==> src/rtl/ortq_pkg.sv <==
package ortq_pkg;

    localparam int DEPTH_DEF     = 32;
    localparam int ID_COUNT_DEF  = 64;
    localparam int TIME_BITS_DEF = 48;

    localparam int KIND_W   = 2;
    localparam int ID_IN_W  = 6;
    localparam int RES_W    = 2;
    localparam int STAT_W   = 3;
    localparam int TCMD_W   = 2;
    localparam int ID_TAB_N = 1 << ID_IN_W;

    // input item kinds
    localparam logic [KIND_W-1:0] KIND_INSERT = 2'd0;
    localparam logic [KIND_W-1:0] KIND_REMOVE = 2'd1;
    localparam logic [KIND_W-1:0] KIND_EXPIRE = 2'd2;
    localparam logic [KIND_W-1:0] KIND_CLEAR  = 2'd3;

    // result kinds
    localparam logic [RES_W-1:0] RES_ACK    = 2'd0;
    localparam logic [RES_W-1:0] RES_FIRED  = 2'd1;
    localparam logic [RES_W-1:0] RES_REJECT = 2'd2;

    // status codes
    localparam logic [STAT_W-1:0] STAT_OK            = 3'd0;
    localparam logic [STAT_W-1:0] STAT_PAST          = 3'd1;
    localparam logic [STAT_W-1:0] STAT_ID_ACTIVE     = 3'd2;
    localparam logic [STAT_W-1:0] STAT_TIME_DECREASE = 3'd3;
    localparam logic [STAT_W-1:0] STAT_REMOVE_SORTED = 3'd4;
    localparam logic [STAT_W-1:0] STAT_EMPTY         = 3'd5;
    localparam logic [STAT_W-1:0] STAT_FULL          = 3'd6;

    // hardware timer commands
    localparam logic [TCMD_W-1:0] TCMD_LEAVE      = 2'd0;
    localparam logic [TCMD_W-1:0] TCMD_CANCEL     = 2'd1;
    localparam logic [TCMD_W-1:0] TCMD_ARM        = 2'd2;
    localparam logic [TCMD_W-1:0] TCMD_CANCEL_ARM = 2'd3;

    typedef enum logic [1:0] {
        COP_HOLD,
        COP_INSERT,
        COP_SHIFT,
        COP_CLEAR
    } cell_op_t;

    typedef struct packed {
        cell_op_t op;
        logic     left_le;
        logic     shift;
    } cell_ctl_t;

    typedef struct packed {
        logic le;
        logic match;
    } cell_flags_t;

endpackage

==> src/rtl/ortq_cell.sv <==
module ortq_cell #(
    parameter int TIME_BITS = ortq_pkg::TIME_BITS_DEF,
    parameter int ID_W      = ortq_pkg::ID_IN_W
) (
    input  logic                  aclk,
    input  logic                  aresetn,
    input  ortq_pkg::cell_ctl_t   ctl,
    input  logic [TIME_BITS-1:0]  new_time,
    input  logic [ID_W-1:0]       new_id,
    input  logic                  left_valid,
    input  logic [TIME_BITS-1:0]  left_time,
    input  logic [ID_W-1:0]       left_id,
    input  logic                  right_valid,
    input  logic [TIME_BITS-1:0]  right_time,
    input  logic [ID_W-1:0]       right_id,
    output logic                  slot_valid,
    output logic [TIME_BITS-1:0]  slot_time,
    output logic [ID_W-1:0]       slot_id,
    output ortq_pkg::cell_flags_t flags
);

    logic                 valid_reg, valid_next;
    logic [TIME_BITS-1:0] time_reg, time_next;
    logic [ID_W-1:0]      id_reg, id_next;

    assign flags.le    = valid_reg && (time_reg <= new_time);
    assign flags.match = valid_reg && (id_reg == new_id);

    always_comb begin
        valid_next = valid_reg;
        time_next  = time_reg;
        id_next    = id_reg;
        unique case (ctl.op)
            ortq_pkg::COP_HOLD: begin
            end
            ortq_pkg::COP_INSERT: begin
                // entries at or below the new time stay; the first later one
                // takes the new entry, the rest move one place right
                if (!flags.le) begin
                    if (ctl.left_le) begin
                        valid_next = 1'b1;
                        time_next  = new_time;
                        id_next    = new_id;
                    end else begin
                        valid_next = left_valid;
                        time_next  = left_time;
                        id_next    = left_id;
                    end
                end
            end
            ortq_pkg::COP_SHIFT: begin
                if (ctl.shift) begin
                    valid_next = right_valid;
                    time_next  = right_time;
                    id_next    = right_id;
                end
            end
            ortq_pkg::COP_CLEAR: begin
                valid_next = 1'b0;
            end
        endcase
    end

    always_ff @(posedge aclk) begin
        if (!aresetn) begin
            valid_reg <= 1'b0;
        end else begin
            valid_reg <= valid_next;
        end
        time_reg <= time_next;
        id_reg   <= id_next;
    end

    assign slot_valid = valid_reg;
    assign slot_time  = time_reg;
    assign slot_id    = id_reg;

endmodule

==> config.mk <==
export PLATFORM = sky130hd
export DESIGN_NAME = ortq_cell
export DESIGN_NICKNAME = d
export VERILOG_FILES = /design/src/rtl/ortq_pkg.sv /design/src/rtl/ortq_cell.sv
export SDC_FILE = /design/constraint.sdc
export NUM_CORES = 1
export LEC_CHECK = 0
export ABC_AREA = 1
export BUFFER_PORTS_ARGS = -buffer_cell sky130_fd_sc_hd__buf_2
export CORE_UTILIZATION = 46
export CTS_CLUSTER_DIAMETER = 30
export DETAILED_ROUTE_END_ITERATION = 10
export GPL_ROUTABILITY_DRIVEN = 0
export PLACE_DENSITY = 0.82
export SKIP_LAST_GASP = 1
export SLEW_MARGIN = 20
export SYNTH_ARGS = -nofsm -noshare
export SYNTH_HDL_FRONTEND = slang
export SYNTH_SLANG_ARGS = --single-unit
==> constraint.sdc <==
create_clock -name aclk -period 5.13 [get_ports aclk]
set_input_delay 0.7695 -clock aclk [delete_from_list [all_inputs] [get_ports aclk]]
set_output_delay 0.7695 -clock aclk [all_outputs]
set_load 0.02 [all_outputs]
; Word-level counts from Yosys, hierarchy flattened
; Index checks and enable logic that the tools add are counted.
[word_totals]
ff_bits = 55
in_bits = 170
out_inout_bits = 57
[op_classes]
order_cmp = 1
eq_ne = 6
mux = 12
reduce_logical = 6
[ops]
columns = operator, count
row1 = 2-to-1 mux 48 bit, 3
row2 = case mux 48 bit (2 select lines), 1
row3 = less-or-equal comparator 48 bit, 1
row4 = 2-to-1 mux 6 bit, 3
row5 = case mux 6 bit (2 select lines), 1
row6 = == test 6 bit, 1
row7 = AND reduction 3 bit, 2
row8 = "== test 2 bit, second input constant", 2
row9 = "!= test 2 bit, second input constant", 2
row10 = 2-to-1 mux 1 bit, 3
row11 = case mux 1 bit (3 select lines), 1
row12 = nonzero test 3 bit, 1
row13 = "== test 2 x 1 -> 1 bit, second input constant", 1
row14 = logical AND 1 bit, 2
row15 = nonzero test 2 bit, 1

; Logic depth before layout (Yosys ltp)
[depth]
depth_word = 4
ltp_mapped = 18
depth_no_buf = 18

; Least setup slack after synthesis
; OpenSTA, ideal clock, no wires.
[synth_timing]
path_type = input port to flip-flop
startpoint = in new_time[31]
endpoint = reg id_reg[0] (netlist: slot_id[0]) (enable)
arrival_ns = 3.423
path_slack_ns = 1.277
stages = 14
cell_sequence = inv_1 > ha_1 > nand2_1 > nor2_2 > and2_4 > inv_2 > nor2_2 > nor2b_4 > nand2_1 > nand3_1 > nand2_1 > nand2_2 > nand2_2 > a22oi_2
[synth_via]
elab_chain_cells = 4
[synth_lines]
columns = item, line
row1 = "start, declared", ortq_cell.sv:8  ; input logic [TIME_BITS-1:0] new_time,
row2 = less-or-equal comparator 48 bit, ortq_cell.sv:26  ; assign flags.le = valid_reg && (time_reg <= new_time);
row3 = logical AND 1 bit, ortq_cell.sv:26
row4 = != test 2 bit (no line), -
row5 = AND reduction 3 bit (no line), -
row6 = "end signal, assigned", ortq_cell.sv:71  ; id_reg <= id_next;
row7 = "end, declared", ortq_cell.sv:24  ; logic [ID_W-1:0] id_reg, id_next;
; Every way passes these cells.
; A chain may end at the register's enable or synchronous reset.

==> metrics.txt <==
# TYPE chip_impl_metric gauge
chip_impl_metric{name="maxClockFrequency",unit="MHz"} 332
chip_impl_metric{name="hold-path-cell-count",unit=""} 4
chip_impl_info{name="worstSetupStartpointType",value="input pin"} 1
chip_impl_metric{name="critPathRequiredTime",unit="ps"} 4360
chip_impl_metric{name="core",unit="µm²"} 8720
chip_impl_metric{name="flop_and_latch_count_out_of_synthesis",unit=""} 55
chip_impl_metric{name="wl_cell",unit="µm"} 13.6
chip_impl_info{name="ctsRootBufferMaster",value="clkbuf_8"} 1
chip_impl_metric{name="worst_r2r_path_depth",unit=""} 14
chip_impl_metric{name="cts.sink_count",unit=""} 55
chip_impl_metric{name="transition_at_the_pin_with_the_smallest_max_transition_slack",unit="ps"} 1080
chip_impl_metric{name="layout.area.seq",unit="µm²"} 1640
chip_impl_info{name="setup_repair_after_global_routing_missed_its_margin",value="no"} 1
chip_impl_info{name="most_frequent_standard_cell_in_the_layout_excluding_fill_and_tap_cells",value="buf_2"} 1
chip_impl_metric{name="timing.max_cap.violations",unit=""} 0
chip_impl_metric{name="initial_utilization",unit="%"} 47.7
chip_impl_metric{name="slew_violations",unit=""} 0
chip_impl_metric{name="fin_worst_skew",unit="ps"} 8.53
chip_impl_metric{name="post_synthesis_instance_area",unit="µm²"} 4160
chip_impl_metric{name="clock_latency",unit="ps"} 300
chip_impl_info{name="timing.setup.critical_path_class",value="in2out"} 1
chip_impl_metric{name="detailedRoute.firstPassIterationCount",unit=""} 4
chip_impl_metric{name="area_used_by_multi_input_combinational_logic",unit="µm²"} 2190
chip_impl_metric{name="drt_wirelength",unit="mm"} 11.7
chip_impl_metric{name="dp.cells",unit=""} 853
chip_impl_info{name="cts_tree",value="built"} 1
chip_impl_metric{name="tritoncts.num_buffers",unit=""} 5
chip_impl_metric{name="relSlewSlack",unit="%"} 27.7
chip_impl_metric{name="placement_rows",unit=""} 34
chip_impl_metric{name="syn-num-nets",unit=""} 757
chip_impl_metric{name="power_density",unit="nW/µm²"} 227
chip_impl_info{name="layout.cells.most_common_list",value="buf_2 (226), a21oi_1 (126), nand2_1 (114)"} 1
chip_impl_metric{name="layout-drive-gt1-share",unit="%"} 32.8
chip_impl_metric{name="floorplan.die_area",unit="µm²"} 9430
chip_impl_info{name="run_status",value="complete, no violations"} 1
chip_impl_info{name="timing.hold.worst.class",value="reg2reg"} 1
chip_impl_metric{name="worst_setup_hold_path_clk_slew",unit="ps"} 100
chip_impl_metric{name="route.detailed.drc",unit=""} 0
chip_impl_metric{name="ctsLongestPathBuffers",unit=""} 2
chip_impl_metric{name="synth-seq-area-share",unit="%"} 39.4
chip_impl_metric{name="non_filler_cells_in_the_finished_layout",unit=""} 861
chip_impl_metric{name="post_synth_num_cell_types",unit=""} 30
chip_impl_metric{name="post_cts_hold_buffer_count",unit=""} 0
chip_impl_metric{name="numPortBuffers",unit=""} 226
chip_impl_metric{name="synthesis.instances",unit=""} 539
chip_impl_metric{name="fraction_of_the_cycle_the_final_worst_path_needs",unit="%"} 58.8
chip_impl_metric{name="grt.overflow.total",unit=""} 0
chip_impl_metric{name="grt_max_degree",unit=""} 57
chip_impl_metric{name="postCtsSetupBuffers",unit=""} 0
chip_impl_metric{name="vdd_ir_drop_max",unit="mV"} 0.124
chip_impl_metric{name="post_drt_via_cell_ratio",unit=""} 5.13
chip_impl_metric{name="io_pins",unit=""} 227
chip_impl_metric{name="min_period",unit="ps"} 3020
chip_impl_metric{name="yosys_warnings",unit=""} 0
chip_impl_metric{name="post-dp-hpwl",unit="mm"} 8.98
chip_impl_metric{name="chipWidth",unit="µm"} 97.1
chip_impl_metric{name="syn2layout_area_growth",unit="%"} 30.7
chip_impl_metric{name="grt_antenna_before_repair",unit=""} 0
chip_impl_metric{name="route.vias.total",unit=""} 4413
chip_impl_metric{name="power.leakage",unit="nW"} 2.85
chip_impl_metric{name="via_count_of_the_first_global_routing_pass",unit=""} 4214
chip_impl_metric{name="drt-initial-drc-count",unit=""} 158
chip_impl_metric{name="wire_length_of_the_first_global_routing_pass",unit="mm"} 18.7
chip_impl_metric{name="ctsHtreeMaxLevel",unit=""} 2
chip_impl_metric{name="drt.antenna.violating_nets",unit=""} 0
chip_impl_metric{name="grtUsageTotal",unit="%"} 24.2
chip_impl_metric{name="data_arrival_time_of_the_critical_path",unit="ps"} 2250
chip_impl_metric{name="timing.final.setup_violations",unit=""} 0
chip_impl_metric{name="crit_path_max_fanout",unit=""} 2
chip_impl_metric{name="layout.core_utilization",unit="%"} 62.4
chip_impl_metric{name="tns",unit="ps"} 0
chip_impl_info{name="crit_path_capture_type",value="primary output"} 1
chip_impl_metric{name="synth_area_per_cell",unit="µm²"} 7.72
chip_impl_metric{name="antenna_cells_inserted",unit=""} 0
chip_impl_metric{name="height_of_the_die",unit="µm"} 97.1
chip_impl_metric{name="report.final.hold_viol_count",unit=""} 0
chip_impl_metric{name="design.final.nets",unit=""} 970
chip_impl_metric{name="total_power",unit="W"} 0.00124
chip_impl_metric{name="nFillCells",unit=""} 761
chip_impl_metric{name="post_cts_resize_count",unit=""} 0
[layer usage]
| layer | vias to the layer above | GRT usage, % | share of wire, % | routed length [µm] |
|---|---|---|---|---|
| met5 | - | 0 | 0 | 0 |
| met4 | 0 | 7.23 | 1.5 | 172 |
| met3 | 14 | 3.17 | 7.2 | 841 |
| met2 | 208 | 46.0 | 52 | 6050 |
| met1 | 1976 | 28.1 | 40 | 4650 |
| li1 | 2215 | - | - | - |
[critical path: stages]
cell and delay [ps]:
buf_2 100, inv_1 40, ha_1 290, nand2_1 80, nor2_2 120, and2_4 160
inv_2 30, nor2_2 90, nor2b_4 150, nand2_1 50, nand3_1 60, nand2_1 60
nand2_2 70, inv_1 30, buf_2 150
[cell families (layout without fill, tap and decap cells)]
| family | after synthesis | in the layout | synth area share [%] |
|---|---|---|---|
| xor gates and xnor gates | 6 | 6 | 1.26 |
| and+or+nand+nor | 206 | 206 | 19.9 |
| buffers and inverters | 88 | 302 | 8.12 |
| adders and majority gates | 48 | 48 | 14.4 |
| DFF | 55 | 55 | 39.4 |
| AOI/OAI and AO/OA | 136 | 136 | 16.9 |
[power by group]
group          switching, W  internal, W
clock network      0.000137    0.0000937
registers         0.0000280     0.000556
logic              0.000254     0.000168
[registers in the layout (all words and copies together) (netlist names)]
signal and count:
slot_time 48, slot_valid 1, slot_id 6
[synthesized netlist by cell type, drive strengths merged]
master	n	area, µm²
nor2b	1	13.8
a21oi	127	639
xnor2	4	35.0
clkinv	1	3.75
a211o	1	8.76
a22oi	1	12.5
nor4b	1	8.76
edfxtp	54	1620
a21boi	1	7.51
buf	9	41.3
nand3	5	30.0
ha	48	601
o21ai	4	20.0
xor2	2	17.5
a21o	2	15.0
nor2	77	294
and2	2	15.0
nand4	3	18.8
dfxtp	1	20.0
nand2	117	447
clkbuf	13	48.8
inv	65	244
[stage by stage]
stage,hold WS (ps),instance area (µm²),setup WS [ps]
6_report,665,5440,2110
3_3_place_gp,636,5360,1940
2_1_floorplan,673,4160,1280
5_1_grt,697,5440,1950
3_5_place_dp,641,5360,1880
4_1_cts,655,5440,2090
[path summary, 6_finish.rpt]
path | from | to | slack [ps]
max | new_time[31] | flags[1] | 2110
min | slot_valid$_SDFFE_PN0P_ | slot_valid$_SDFFE_PN0P_ | 670
max reg2reg | slot_time[31]$_DFFE_PP_ | slot_time[31]$_DFFE_PP_ | 2370
min reg2reg | slot_valid$_SDFFE_PN0P_ | slot_valid$_SDFFE_PN0P_ | 670
[cell type report]
class	count	share of cell area, %
Clock inverter	2	0.138
Inverter	66	4.55
Timing Repair Buffer	228	21.1
Tap cell	108	2.48
Multi-Input combinational cell	396	40.3
Sequential cell	55	30.2
Clock buffer	6	1.33
No activity file was read; power rests on OpenSTA's default activity.
